$ cat src/rtl/button_debounce_long_press_assert.svh
// Assertion macros for the button debounce / long-press block.
// Define ASSERT_OFF to compile the checks away; no other dependencies.
`ifndef BUTTON_DEBOUNCE_LONG_PRESS_ASSERT_SVH
`define BUTTON_DEBOUNCE_LONG_PRESS_ASSERT_SVH

`ifndef ASSERT_OFF

// same-cycle implication
`define BDLP_ASSERT_IMP(label, clk, rst_n, ante, cons, msg) \
	label: assert property (@(posedge clk) disable iff (!(rst_n)) (ante) |-> (cons)) \
		else $error(msg);

// next-cycle implication
`define BDLP_ASSERT_NXT(label, clk, rst_n, ante, cons, msg) \
	label: assert property (@(posedge clk) disable iff (!(rst_n)) (ante) |=> (cons)) \
		else $error(msg);

`else

`define BDLP_ASSERT_IMP(label, clk, rst_n, ante, cons, msg)
`define BDLP_ASSERT_NXT(label, clk, rst_n, ante, cons, msg)

`endif

`endif

$ cat src/rtl/bdlp_pkg.sv
// Shared types and constants for the button debounce / long-press block.
// No dependencies.
`default_nettype none

package bdlp_pkg;

	localparam int NUM_BUTTONS = 4;
	localparam int TIMER_WIDTH = 24;
	localparam int PIN_W       = 4;
	localparam int SEL_W       = 2;
	localparam int CNT_W       = 8;
	localparam int CFG_IDX_W   = 2;
	localparam int CFG_DATA_W  = 24;

	localparam logic [CNT_W-1:0]       DEBOUNCE_RST  = CNT_W'(3);
	localparam logic [TIMER_WIDTH-1:0] THRESHOLD_RST = TIMER_WIDTH'(1000000);
	localparam logic [TIMER_WIDTH-1:0] TIMER_MAX_RST = TIMER_WIDTH'(16777215);
	localparam logic [PIN_W-1:0]       IDLE_RST      = PIN_W'(12);

	typedef enum logic {
		KIND_POLL  = 1'b0,
		KIND_CHECK = 1'b1
	} kind_t;

	typedef enum logic [1:0] {
		EV_NONE     = 2'd0,
		EV_RELEASED = 2'd1,
		EV_PUSHED   = 2'd2,
		EV_HOLD     = 2'd3
	} event_t;

	typedef enum logic [CFG_IDX_W-1:0] {
		CFG_DEBOUNCE  = 2'd0,
		CFG_THRESHOLD = 2'd1,
		CFG_TIMER_MAX = 2'd2,
		CFG_IDLE      = 2'd3
	} cfg_idx_t;

	typedef struct packed {
		logic [CNT_W-1:0]       debounce_polls;
		logic [TIMER_WIDTH-1:0] hold_threshold;
		logic [TIMER_WIDTH-1:0] timer_max;
	} cfg_t;

	// per-lane command for one accepted item
	typedef struct packed {
		logic                   poll_en;
		logic                   chk_en;
		logic                   pin;
		logic                   idle;
		logic [TIMER_WIDTH-1:0] now;
	} lane_cmd_t;

endpackage

`default_nettype wire

$ cat src/rtl/bdlp_req_if.sv
// Input item channel: poll or check request.
// Depends on bdlp_pkg.
`default_nettype none

interface bdlp_req_if;
	import bdlp_pkg::*;

	logic                   valid;
	logic                   ready;
	logic                   kind;
	logic [PIN_W-1:0]       pin_levels;
	logic [TIMER_WIDTH-1:0] timer_now;
	logic [SEL_W-1:0]       button_select;

	modport source (output valid, kind, pin_levels, timer_now, button_select, input ready);
	modport sink (input valid, kind, pin_levels, timer_now, button_select, output ready);
endinterface

`default_nettype wire

$ cat src/rtl/bdlp_rsp_if.sv
// Result item channel: one event per check item.
// Depends on bdlp_pkg.
`default_nettype none

interface bdlp_rsp_if;
	import bdlp_pkg::*;

	logic       valid;
	logic       ready;
	logic [1:0] event_res;

	modport source (output valid, event_res, input ready);
	modport sink (input valid, event_res, output ready);
endinterface

`default_nettype wire

$ cat src/rtl/bdlp_cfg_if.sv
// Configuration write channel: register index and write data.
// Depends on bdlp_pkg.
`default_nettype none

interface bdlp_cfg_if;
	import bdlp_pkg::*;

	logic                  valid;
	logic                  ready;
	logic [CFG_IDX_W-1:0]  index;
	logic [CFG_DATA_W-1:0] data;

	modport source (output valid, index, data, input ready);
	modport sink (input valid, index, data, output ready);
endinterface

`default_nettype wire

$ cat src/rtl/bdlp_lane.sv
// One button lane: debounce counter, stable level, press stamp, hold detect, flags.
// Depends on bdlp_pkg.
`default_nettype none

module bdlp_lane (
	input  wire logic              clk,
	input  wire logic              arst_n,
	input  wire bdlp_pkg::lane_cmd_t cmd,
	input  wire bdlp_pkg::cfg_t    cfg,
	input  wire logic              rst_level,
	output bdlp_pkg::event_t       ev
);
	import bdlp_pkg::*;

	localparam int DW = TIMER_WIDTH + 2;

	// level stored relative to its reset value so reset clears it
	logic                   rel_q, rel_d;
	logic [CNT_W-1:0]       cnt_q, cnt_d;
	logic                   chg_q, chg_d;
	logic                   hold_q, hold_d;
	logic                   sv_q, sv_d;
	logic [TIMER_WIDTH-1:0] stamp_q;
	logic                   stamp_we;

	logic                   stable;
	logic [CNT_W-1:0]       cnt_inc;
	logic signed [DW-1:0]   d_raw, d_wrap, d_sel, thr_s;
	logic                   over;

	assign stable  = rel_q ^ rst_level;
	assign cnt_inc = (cnt_q != {CNT_W{1'b1}}) ? cnt_q + CNT_W'(1) : cnt_q;

	assign d_raw  = signed'({2'b00, stamp_q}) - signed'({2'b00, cmd.now});
	assign d_wrap = d_raw + signed'({2'b00, cfg.timer_max});
	assign d_sel  = d_raw[DW-1] ? d_wrap : d_raw;
	assign thr_s  = signed'({2'b00, cfg.hold_threshold});
	assign over   = d_sel > thr_s;

	always_comb begin
		if (chg_q) begin
			ev = (stable == cmd.idle) ? EV_RELEASED : EV_PUSHED;
		end else if (hold_q) begin
			ev = EV_HOLD;
		end else begin
			ev = EV_NONE;
		end
	end

	always_comb begin
		rel_d    = rel_q;
		cnt_d    = cnt_q;
		chg_d    = chg_q;
		hold_d   = hold_q;
		sv_d     = sv_q;
		stamp_we = 1'b0;
		if (cmd.poll_en) begin
			if (cmd.pin != stable) begin
				cnt_d = cnt_inc;
				if (cnt_inc >= cfg.debounce_polls) begin
					rel_d = cmd.pin ^ rst_level;
					chg_d = 1'b1;
					cnt_d = '0;
					if (cmd.pin != cmd.idle) begin
						stamp_we = 1'b1;
						sv_d     = 1'b1;
					end else begin
						sv_d = 1'b0;
					end
				end
			end else begin
				cnt_d = '0;
				if (sv_q && over) begin
					hold_d = 1'b1;
				end
			end
		end else if (cmd.chk_en) begin
			if (chg_q) begin
				chg_d = 1'b0;
			end else begin
				hold_d = 1'b0;
			end
		end
	end

	always_ff @(posedge clk or negedge arst_n) begin
		if (!arst_n) begin
			rel_q  <= 1'b0;
			cnt_q  <= '0;
			chg_q  <= 1'b0;
			hold_q <= 1'b0;
			sv_q   <= 1'b0;
		end else begin
			rel_q  <= rel_d;
			cnt_q  <= cnt_d;
			chg_q  <= chg_d;
			hold_q <= hold_d;
			sv_q   <= sv_d;
		end
	end

	always_ff @(posedge clk) begin
		if (stamp_we) begin
			stamp_q <= cmd.now;
		end
	end

endmodule

`default_nettype wire

$ cat src/rtl/bdlp_merge.sv
// Merge stage: picks the selected lane's event and holds it in the output register.
// Depends on bdlp_pkg.
`default_nettype none

module bdlp_merge (
	input  wire logic                                   clk,
	input  wire logic                                   arst_n,
	input  wire bdlp_pkg::event_t [bdlp_pkg::NUM_BUTTONS-1:0] lane_ev,
	input  wire logic [bdlp_pkg::SEL_W-1:0]             sel,
	input  wire logic                                   load,
	input  wire logic                                   out_ready,
	output logic                                        out_valid,
	output bdlp_pkg::event_t                            out_event
);
	import bdlp_pkg::*;

	logic   valid_q;
	event_t ev_q;
	event_t pick;

	// a select past the last button answers no change
	always_comb begin
		pick = EV_NONE;
		for (int i = 0; i < NUM_BUTTONS; i++) begin
			if (32'(sel) == i) begin
				pick = lane_ev[i];
			end
		end
	end

	always_ff @(posedge clk or negedge arst_n) begin
		if (!arst_n) begin
			valid_q <= 1'b0;
		end else if (load) begin
			valid_q <= 1'b1;
		end else if (out_ready) begin
			valid_q <= 1'b0;
		end
	end

	always_ff @(posedge clk) begin
		if (load) begin
			ev_q <= pick;
		end
	end

	assign out_valid = valid_q;
	assign out_event = ev_q;

endmodule

`default_nettype wire

$ cat src/rtl/button_debounce_long_press.sv
// Top level of the four-button debouncer with long-press detection.
// Depends on bdlp_pkg, the channel interfaces, bdlp_lane and bdlp_merge.
//
// Usage:
//   req  - item channel. kind poll carries pin_levels and timer_now and updates
//          every button lane at once; kind check reads and clears the reported flag of
//          button_select and yields one result item on rsp.
//   rsp  - one event_res per check: no change, released, pushed or hold.
//   cfg  - register writes (debounce polls, hold threshold, timer max, idle
//          levels); always ready, take effect on the next item.
// Throughput is one item per cycle while req is ready. A check result appears
// on rsp the cycle after the item is accepted and sits in a single output
// register; req stays ready while that register is empty or being taken in
// the same cycle, so a stalled receiver holds off req only while a result
// waits. The lane update (one subtract, wrap add and threshold compare per
// button) sets the cycle. After reset each stable level equals its reset idle
// bit, all counters and flags are clear, no press is recorded and the registers
// hold their reset values.
`default_nettype none
`include "button_debounce_long_press_assert.svh"

module button_debounce_long_press (
	input  wire logic  clk,
	input  wire logic  arst_n,
	bdlp_req_if.sink   req,
	bdlp_rsp_if.source rsp,
	bdlp_cfg_if.sink   cfg
);
	import bdlp_pkg::*;

	cfg_t             cfg_q;
	logic [PIN_W-1:0] idle_q;
	logic             accept;
	logic             rsp_valid;
	event_t           rsp_event;
	lane_cmd_t        cmd [NUM_BUTTONS];
	event_t [NUM_BUTTONS-1:0] lane_ev;

	assign cfg.ready = 1'b1;

	always_ff @(posedge clk or negedge arst_n) begin
		if (!arst_n) begin
			cfg_q.debounce_polls <= DEBOUNCE_RST;
			cfg_q.hold_threshold <= THRESHOLD_RST;
			cfg_q.timer_max      <= TIMER_MAX_RST;
			idle_q               <= IDLE_RST;
		end else if (cfg.valid) begin
			unique case (cfg_idx_t'(cfg.index))
				CFG_DEBOUNCE:  cfg_q.debounce_polls <= cfg.data[CNT_W-1:0];
				CFG_THRESHOLD: cfg_q.hold_threshold <= cfg.data[TIMER_WIDTH-1:0];
				CFG_TIMER_MAX: cfg_q.timer_max      <= cfg.data[TIMER_WIDTH-1:0];
				CFG_IDLE:      idle_q               <= cfg.data[PIN_W-1:0];
				default: ;
			endcase
		end
	end

	assign req.ready = !rsp_valid || rsp.ready;
	assign accept    = req.valid && req.ready;

	for (genvar i = 0; i < NUM_BUTTONS; i++) begin : g_lane
		logic pin_bit, idle_bit, rst_bit;

		// buttons past the pin field read a low level
		if (i < PIN_W) begin : g_bit
			assign pin_bit  = req.pin_levels[i];
			assign idle_bit = idle_q[i];
			assign rst_bit  = IDLE_RST[i];
		end else begin : g_zero
			assign pin_bit  = 1'b0;
			assign idle_bit = 1'b0;
			assign rst_bit  = 1'b0;
		end

		assign cmd[i].poll_en = accept && (kind_t'(req.kind) == KIND_POLL);
		assign cmd[i].chk_en  = accept && (kind_t'(req.kind) == KIND_CHECK)
			&& (32'(req.button_select) == i);
		assign cmd[i].pin     = pin_bit;
		assign cmd[i].idle    = idle_bit;
		assign cmd[i].now     = req.timer_now;

		bdlp_lane u_lane (
			.clk       (clk),
			.arst_n    (arst_n),
			.cmd       (cmd[i]),
			.cfg       (cfg_q),
			.rst_level (rst_bit),
			.ev        (lane_ev[i])
		);
	end

	bdlp_merge u_merge (
		.clk       (clk),
		.arst_n    (arst_n),
		.lane_ev   (lane_ev),
		.sel       (req.button_select),
		.load      (accept && (kind_t'(req.kind) == KIND_CHECK)),
		.out_ready (rsp.ready),
		.out_valid (rsp_valid),
		.out_event (rsp_event)
	);

	assign rsp.valid     = rsp_valid;
	assign rsp.event_res = rsp_event;

	`BDLP_ASSERT_NXT(a_check_gives_result, clk, arst_n, accept && req.kind, rsp.valid, "check item produced no result")
	`BDLP_ASSERT_NXT(a_poll_no_result, clk, arst_n, accept && !req.kind && !(rsp.valid && !rsp.ready), !rsp.valid, "poll item produced a result")
	`BDLP_ASSERT_IMP(a_stall_only_when_full, clk, arst_n, !req.ready, rsp.valid && !rsp.ready, "input stalled with output free")

endmodule

`default_nettype wire

$ cat src/flat_wrapper.sv
// flat-port wrapper written by rule: the top's interface ports become plain ports
module button_debounce_long_press_flat import bdlp_pkg::*;
  (clk, arst_n, req_valid, req_kind, req_pin_levels, req_timer_now, req_button_select, req_ready, rsp_valid, rsp_event_res, rsp_ready, cfg_valid, cfg_index, cfg_data, cfg_ready);
  bdlp_req_if req_i ();
  bdlp_rsp_if rsp_i ();
  bdlp_cfg_if cfg_i ();
  input  wire logic clk;
  input  wire logic arst_n;
  input wire logic [$bits(req_i.valid)-1:0] req_valid;
  input wire logic [$bits(req_i.kind)-1:0] req_kind;
  input wire logic [$bits(req_i.pin_levels)-1:0] req_pin_levels;
  input wire logic [$bits(req_i.timer_now)-1:0] req_timer_now;
  input wire logic [$bits(req_i.button_select)-1:0] req_button_select;
  output wire logic [$bits(req_i.ready)-1:0] req_ready;
  output wire logic [$bits(rsp_i.valid)-1:0] rsp_valid;
  output wire logic [$bits(rsp_i.event_res)-1:0] rsp_event_res;
  input wire logic [$bits(rsp_i.ready)-1:0] rsp_ready;
  input wire logic [$bits(cfg_i.valid)-1:0] cfg_valid;
  input wire logic [$bits(cfg_i.index)-1:0] cfg_index;
  input wire logic [$bits(cfg_i.data)-1:0] cfg_data;
  output wire logic [$bits(cfg_i.ready)-1:0] cfg_ready;
  assign req_i.valid = req_valid;
  assign req_i.kind = req_kind;
  assign req_i.pin_levels = req_pin_levels;
  assign req_i.timer_now = req_timer_now;
  assign req_i.button_select = req_button_select;
  assign req_ready = req_i.ready;
  assign rsp_valid = rsp_i.valid;
  assign rsp_event_res = rsp_i.event_res;
  assign rsp_i.ready = rsp_ready;
  assign cfg_i.valid = cfg_valid;
  assign cfg_i.index = cfg_index;
  assign cfg_i.data = cfg_data;
  assign cfg_ready = cfg_i.ready;
  button_debounce_long_press u_core (.clk(clk), .arst_n(arst_n), .req(req_i), .rsp(rsp_i), .cfg(cfg_i));
endmodule
$ cat config.mk
export PLATFORM = sky130hd
export DESIGN_NAME = button_debounce_long_press_flat
export DESIGN_NICKNAME = d
export VERILOG_FILES = /design/src/rtl/bdlp_pkg.sv /design/src/rtl/bdlp_req_if.sv /design/src/rtl/bdlp_rsp_if.sv /design/src/rtl/bdlp_cfg_if.sv /design/src/rtl/bdlp_lane.sv /design/src/rtl/bdlp_merge.sv /design/src/rtl/button_debounce_long_press.sv /design/src/flat_wrapper.sv
export VERILOG_INCLUDE_DIRS = /design/src /design/src/rtl
export SDC_FILE = /design/constraint.sdc
export NUM_CORES = 1
export LEC_CHECK = 0
export BUFFER_PORTS_ARGS = -buffer_cell sky130_fd_sc_hd__buf_2
export CAP_MARGIN = 20
export CORE_UTILIZATION = 33
export CTS_CLUSTER_SIZE = 12
export DETAILED_ROUTE_END_ITERATION = 12
export PLACE_DENSITY = 0.56
export RECOVER_POWER = 50
export SETUP_SLACK_MARGIN = 0.2
export SYNTH_ARGS = -nofsm -noshare
export SYNTH_HDL_FRONTEND = slang
export SYNTH_SLANG_ARGS = --single-unit
$ cat constraint.sdc
create_clock -name clk -period 18.4 [get_ports clk]
set_clock_uncertainty 0.05 [all_clocks]
set_input_delay 0 -clock clk [delete_from_list [all_inputs] [get_ports clk]]
set_output_delay 0 -clock clk [all_outputs]
set_load 0.01 [all_outputs]
-- Word level (Yosys, flattened, before mapping)
Index checks and enable logic that the tools add are counted.
- muxes and demuxes: 86
- eq/ne operators: 42
- magnitude comparators: 8
- shift operators: 0
- $mul: 0
- reductions and logical operators: 36
- bitwise logic cells: 5
- $add $sub $neg: 12
- divide/modulo/power cells: 0
- operators by type and width (kind ; count):
    25-bit by 25-bit adder with 26-bit output ; 4
    26-bit by 25-bit greater-than comparator with 1-bit output ; 4
    26-bit two-way mux ; 4
    24-bit by 24-bit subtractor with 25-bit output ; 4
    8-bit two-way mux ; 12
    1-bit two-way mux ; 54
    8-bit by 1-bit adder with 8-bit output, second input constant ; 4
    8-bit greater-or-equal comparator ; 4
    2-bit two-way mux ; 16
    2-bit != test, second input constant ; 16
    8-bit != test, second input constant ; 4
    3-bit AND reduction ; 8
    4-bit AND reduction ; 4
    1-bit logical AND ; 11
    2-bit nonzero test ; 5
    2-bit == test, second input constant ; 4
    1-bit != test ; 8
    2-bit by 1-bit != test with 1-bit output, second input constant ; 4
    2-bit AND reduction ; 4
    1-bit inverter ; 5
    1-bit == test ; 4
    2-bit by 1-bit == test with 1-bit output, second input constant ; 2
    2-bit logical NOT ; 2
    1-bit logical NOT ; 1
    1-bit logical OR ; 1
- output and inout bits: 5
- register bits after elaboration: 207
- bits of input ports: 62
- RAM bits: 0
- ROM bits: 0
- logic and storage cells: 219
- memories: 0
- bits in latches: 0

-- Longest topological paths before layout
- word-level depth: 8
- depth in mapped cells: 30
- mapped depth without buffers: 30

-- By module
From an unflattened synthesis, not the netlist that was laid out.
- cells, all modules: 2561
- area total of the unflattened synthesis: 22476.6 um2
- by module, submodules not included (module ; cells an instance ; seq. area each (um2) ; instances ; area each (um2)):
    bdlp_lane (u_core.g_lane[3].u_lane) ; 606 ; 1021.0 ; 1 ; 5086.1
    bdlp_lane (u_core.g_lane[0].u_lane) ; 623 ; 1021.0 ; 1 ; 5038.6
    bdlp_lane (u_core.g_lane[2].u_lane) ; 611 ; 1021.0 ; 1 ; 4947.2
    bdlp_lane (u_core.g_lane[1].u_lane) ; 569 ; 1021.0 ; 1 ; 4855.9
    button_debounce_long_press ; 145 ; 1545.2 ; 1 ; 2399.8
    bdlp_merge ; 7 ; 85.1 ; 1 ; 148.9

-- Least setup slack after synthesis
OpenSTA, ideal clock, no wires.
- path type: flip-flop to flip-flop
- from: register u_core.g_lane[0].u_lane.stamp_q[4]
- to: register u_core.g_lane[0].u_lane.hold_q
- cell stages (with the launch flop): 28
- period minus slack after synthesis: 5759 ps
- library setup time: 86 ps
- arrival time: 5623 ps
- data required time: 18264 ps
- path slack: 12641 ps
- buffers on the path: 0
- path through: edfxtp_1 > ha_1 > and2_1 > a31oi_1 > a31oi_1 > a31oi_1 > a21oi_1 > o21a_1 > nor2_1 > xnor2_1 > ha_1 > a21o_1 > a21o_1 > a21oi_1 > o21ai_0 > a21o_1 > a311oi_1 > xnor2_1 > mux2_2 > ha_1 > and4_1 > nand3_1 > or3_1 > o2111ai_1 > a211oi_1 > a2111oi_0 > nand4_1 > a32oi_1
- word-level cells in the longest chain between the ends: 7
- ends and longest elaborated chain (what ; line ; RTL):
    from (decl) ; bdlp_lane.sv:23 ; logic [TIMER_WIDTH-1:0] stamp_q;
    from (signal assigned) ; bdlp_lane.sv:104 ; stamp_q <= cmd.now;
    24-bit by 24-bit subtractor with 25-bit output (*) ; bdlp_lane.sv:34 ; assign d_raw = signed'({2'b00, stamp_q}) - signed'({2'b00, cmd.now});
    25-bit by 25-bit adder with 26-bit output ; bdlp_lane.sv:35 ; assign d_wrap = d_raw + signed'({2'b00, cfg.timer_max});
    26-bit two-way mux (*) ; bdlp_lane.sv:36 ; assign d_sel = d_raw[DW-1] ? d_wrap : d_raw;
    26-bit by 25-bit greater-than comparator with 1-bit output (*) ; bdlp_lane.sv:38 ; assign over = d_sel > thr_s;
    1-bit logical AND (*) ; bdlp_lane.sv:73 ; if (sv_q && over) begin
    2-bit != test (no line) (*) ; n/a ;
    4-bit AND reduction (no line) (*) ; n/a ;
    to (signal assigned) ; bdlp_lane.sv:97 ; hold_q <= hold_d;
    to (decl) ; bdlp_lane.sv:21 ; logic hold_q, hold_d;
Every way passes the cells marked *; elsewhere a longest branch is shown, timed or not.
A chain may end at the register's enable or synchronous reset.

-- Worst setup path after layout
- from: input port req_timer_now[1]
- to: register u_core.g_lane[0].u_lane.hold_q
- word-level cells in the longest chain between the ends: 7
- ends and longest elaborated chain (what ; line ; RTL):
    from (decl) ; flat_wrapper.sv:12 ; input wire logic [$bits(req_i.timer_now)-1:0] req_timer_now;
    24-bit by 24-bit subtractor with 25-bit output (*) ; bdlp_lane.sv:34 ;
    25-bit by 25-bit adder with 26-bit output ; bdlp_lane.sv:35 ;
    26-bit two-way mux (*) ; bdlp_lane.sv:36 ;
    26-bit by 25-bit greater-than comparator with 1-bit output (*) ; bdlp_lane.sv:38 ;
    1-bit logical AND (*) ; bdlp_lane.sv:73 ;
    2-bit != test (no line) (*) ; n/a ;
    4-bit AND reduction (no line) (*) ; n/a ;
Marks and branches as above.

==> results.yml <==
finish:
  stdcell_area_mm2: 0.0241
  diodes: 0
  final_nets: 2861
  syn2layout_area_growth_pct: 14.0
  drive_above_1_share: 0.112
floorplanning:
  start_util: 0.334
  fp.coreArea_mm2: 0.0632
  dieArea_mm2: 0.0650
  die-width_um: 255
  num_io_pins: 67
  rows: 92
  die_h_um: 255
synthesis:
  synth_xor_area_frac: 0.0738
  synth_cell_types: 76
  yosys-top-cells-count: "ha_1 (340), a21oi_1 (206), o21ai_0 (153)"
  synth_most_common_cell: "ha_1"
  synth_warnings: 0
  netlist_area_mm2: 0.0211
  synth-seq-cells: 207
  yosys.area_share.simple: 0.137
  synth.area.mux_share: 0.0691
  yosysTopAreaCell: "ha_1"
  synth-adder-area-share: 0.209
  syn_nets: 2719
  synth_compound_area_frac: 0.211
  synth_top_family_by_area: "compound AO/OA/AOI/OAI gates"
  synth_top_cells_by_area: "ha_1 (20%), edfxtp_1 (14%), dfrtp_1 (8.8%)"
  synthFlopType: "edfxtp_1"
  synth_edf_count: 98
  synthArstFlopShare: 0.527
  syn_inst: 2309
  avgSynthCellArea_um2: 9.15
  yosys.area.top_type_share: 0.201
  ys_seq_area_frac: 0.271
detailed_routing:
  vias: 18200
  firstDrtPassIters: 5
  drt_iter0_markers: 1374
  drc: 0
  via_per_inst: 5.50
  drt-total-wl_um: 68600
  wl_per_cell_um: 20.7
  ant_nets: 0
placed_design:
  placed_cell_area_mm2: 0.0225
  hpwlAfterDp_um: 54200
  gp_congestion: 0.973
  dpl_worst_slack_ns: 11.07
  portBuffers: 65
pwr:
  power_mw: 2.45
  power.density_mw_per_mm2: 102
  p_leak_nw: 10.6
  peakVddDrop_mv: 0.0753
sta:
  fmax_mhz: 132
  setup_viol: 0
  setup_ws_ns: 10.80
  tightest_slew_ns: 3.31
  finalMaxSlewViolations: 149
  slew_headroom: -1.21
  hold_violations: 0
  fin_tns_setup_ns: 0
  fin_crit_ns: 7.60
  grt_setup_unrepaired: "false"
  finalCritPeriodShare: 0.413
worst_hold_path:
  hold_class: "primary input to register"
  hold_path_startpoint: "cfg_data[13]"
setup_path:
  critical_path_class: "primary input to register"
  crit_start: "req_timer_now[1]"
  cp-end-kind: "register"
  cp.arrival_ns: 8.04
  r2r_start: "u_core.g_lane[0].u_lane.stamp_q[1]$_DFFE_PP_"
  startpoint_type: "primary input"
  critical_path.max_fanout: 9
  crit_top_cell: "ha_1"
  crit_required_ns: 18.84
  slowest_delay_ns: 0.84
  cpMaxStageDelayCell: "o21ai_0"
clock_network:
  cts_buffer_depth: 3
  cts.htree.levels: 1
  ctsResizeCount: 0
  clk-insertion-delay-late_ns: 0.59
  clkTransAtPathRegs_ns: 0.06
  cts.sinks: 207
  numCtsBuffers: 27
  cts-root-buf: "clkbuf_16"
  cts_tree: "done"
global_route:
  grt_pass1_vias: 17700
  overflow: 0
  grt.total_usage: 0.209
  grt_antenna_before_repair: 0
  grt_pass1_wl_um: 105000
  grt_max_degree: 60
status:
  status: "complete, but fails checks"
  violations: "max-capacitance violations, max-slew violations"
job:
  maxCapViolCount: 4
## registers in the layout (all words and copies together) (netlist names)
name                          count
u_core.g_lane.u_lane.stamp_q     96
u_core.cfg_q                     56
u_core.g_lane.u_lane.cnt_q       32
u_core.g_lane.u_lane.chg_q        4
u_core.g_lane.u_lane.hold_q       4
u_core.g_lane.u_lane.rel_q        4
u_core.g_lane.u_lane.sv_q         4
u_core.idle_q                     4
u_core.u_merge.out_event          2
u_core.u_merge.out_valid          1
## power breakdown
part / total (mW) / internal, mW / switching, mW / leakage, nW
registers: 0.616 / 0.547 / 0.0690 / 2.20
logic: 1.27 / 0.563 / 0.708 / 7.95
clock network: 0.563 / 0.334 / 0.229 / 0.463
total: 2.45 / 1.44 / 1.01 / 10.6
## layout by cell type, fill, tap and decap left out, drive strengths merged, types with 8 or more instances in the layout
master	instances
a211o	11
a211oi	18
a21boi	8
a21o	88
a21oi	207
a22o	15
a31o	9
a31oi	19
and2	15
and3	28
buf	43
clkbuf	73
dfrtp	74
dfstp	35
dlygate4sd3	67
edfxtp	98
fa	8
ha	340
inv	131
mux2	118
mux2i	13
nand2	140
nand2b	34
nand3	62
nand4	32
nor2	133
nor2b	45
nor3	45
o211ai	16
o21a	49
o21ai	155
o21bai	19
o31ai	11
or2	17
or3	13
xnor2	124
xor2	54
## worst max-delay path, delay by kind of cell
family	cells	cell delay (ns)
compound gates	13	3.96
fa+ha+maj	3	1.01
simple gates	5	1.13
mux	1	0.28
buf+inv	3	1.16
xor+xnor	2	0.49
## through the flow
stage                     hold slack, ns   util  instances
after floorplan                   -0.346      -       2309
after global placement            0.0447  0.356       3201
after detailed placement          0.0656  0.356       3201
after CTS                          0.119  0.382       3318
after global routing               0.151  0.381       3318
final                              0.144  0.381       3318
## area by class of cell
type / count / area [µm²]
well taps: 846 / 1060
clock buffers: 38 / 800
multi-input cells: 1941 / 14800
clock inverters: 12 / 144
flip-flops and latches: 207 / 5710
fillers: 6313 / 39100
inverters: 129 / 484
repair buffers: 145 / 1040
## kinds of logic after synthesis
kind of cell,Yosys count
flip-flops,207
AND/OR/NAND/NOR,587
XOR/XNOR,178
adder cells (fa/ha/maj),348
multiplexers,131
other,1
AO/OA/AOI/OAI,696
buffers and inverters,161
## layer usage
metal	part of all wire	vias up	wire, µm	global-route usage
li1	-	8902	-	-
met1	0.45	8826	31100	0.278
met2	0.48	437	32700	0.359
met3	0.041	84	2840	0.0195
met4	0.030	0	2030	0.0606
met5	0	-	0	0
## worst paths after layout
path                                                              endpoint  slack (ns)  cells after the start
worst min-delay path                          u_core.cfg_q[37]$_DFFE_PN0P_        0.14                      3
worst min register to register    u_core.g_lane[3].u_lane.sv_q$_DFFE_PN0P_        0.42                      1
worst max-delay path            u_core.g_lane[0].u_lane.hold_q$_DFFE_PN0P_       10.80                     27
worst max register to register  u_core.g_lane[0].u_lane.hold_q$_DFFE_PN0P_       11.02                     24
min in group asynchronous                     u_core.cfg_q[45]$_DFFE_PN0P_        1.27                      3
max in group asynchronous                     u_core.cfg_q[32]$_DFFE_PN0P_       12.89                      4
## repair_timing
item | in CTS | in global routing
setup endpoints to repair | 0 | 0
hold buffers | 67 | 0
endpoints found under the hold margin | 225 | 0
setup buffers | 0 | 0
(Power assumes the default switching activity.)
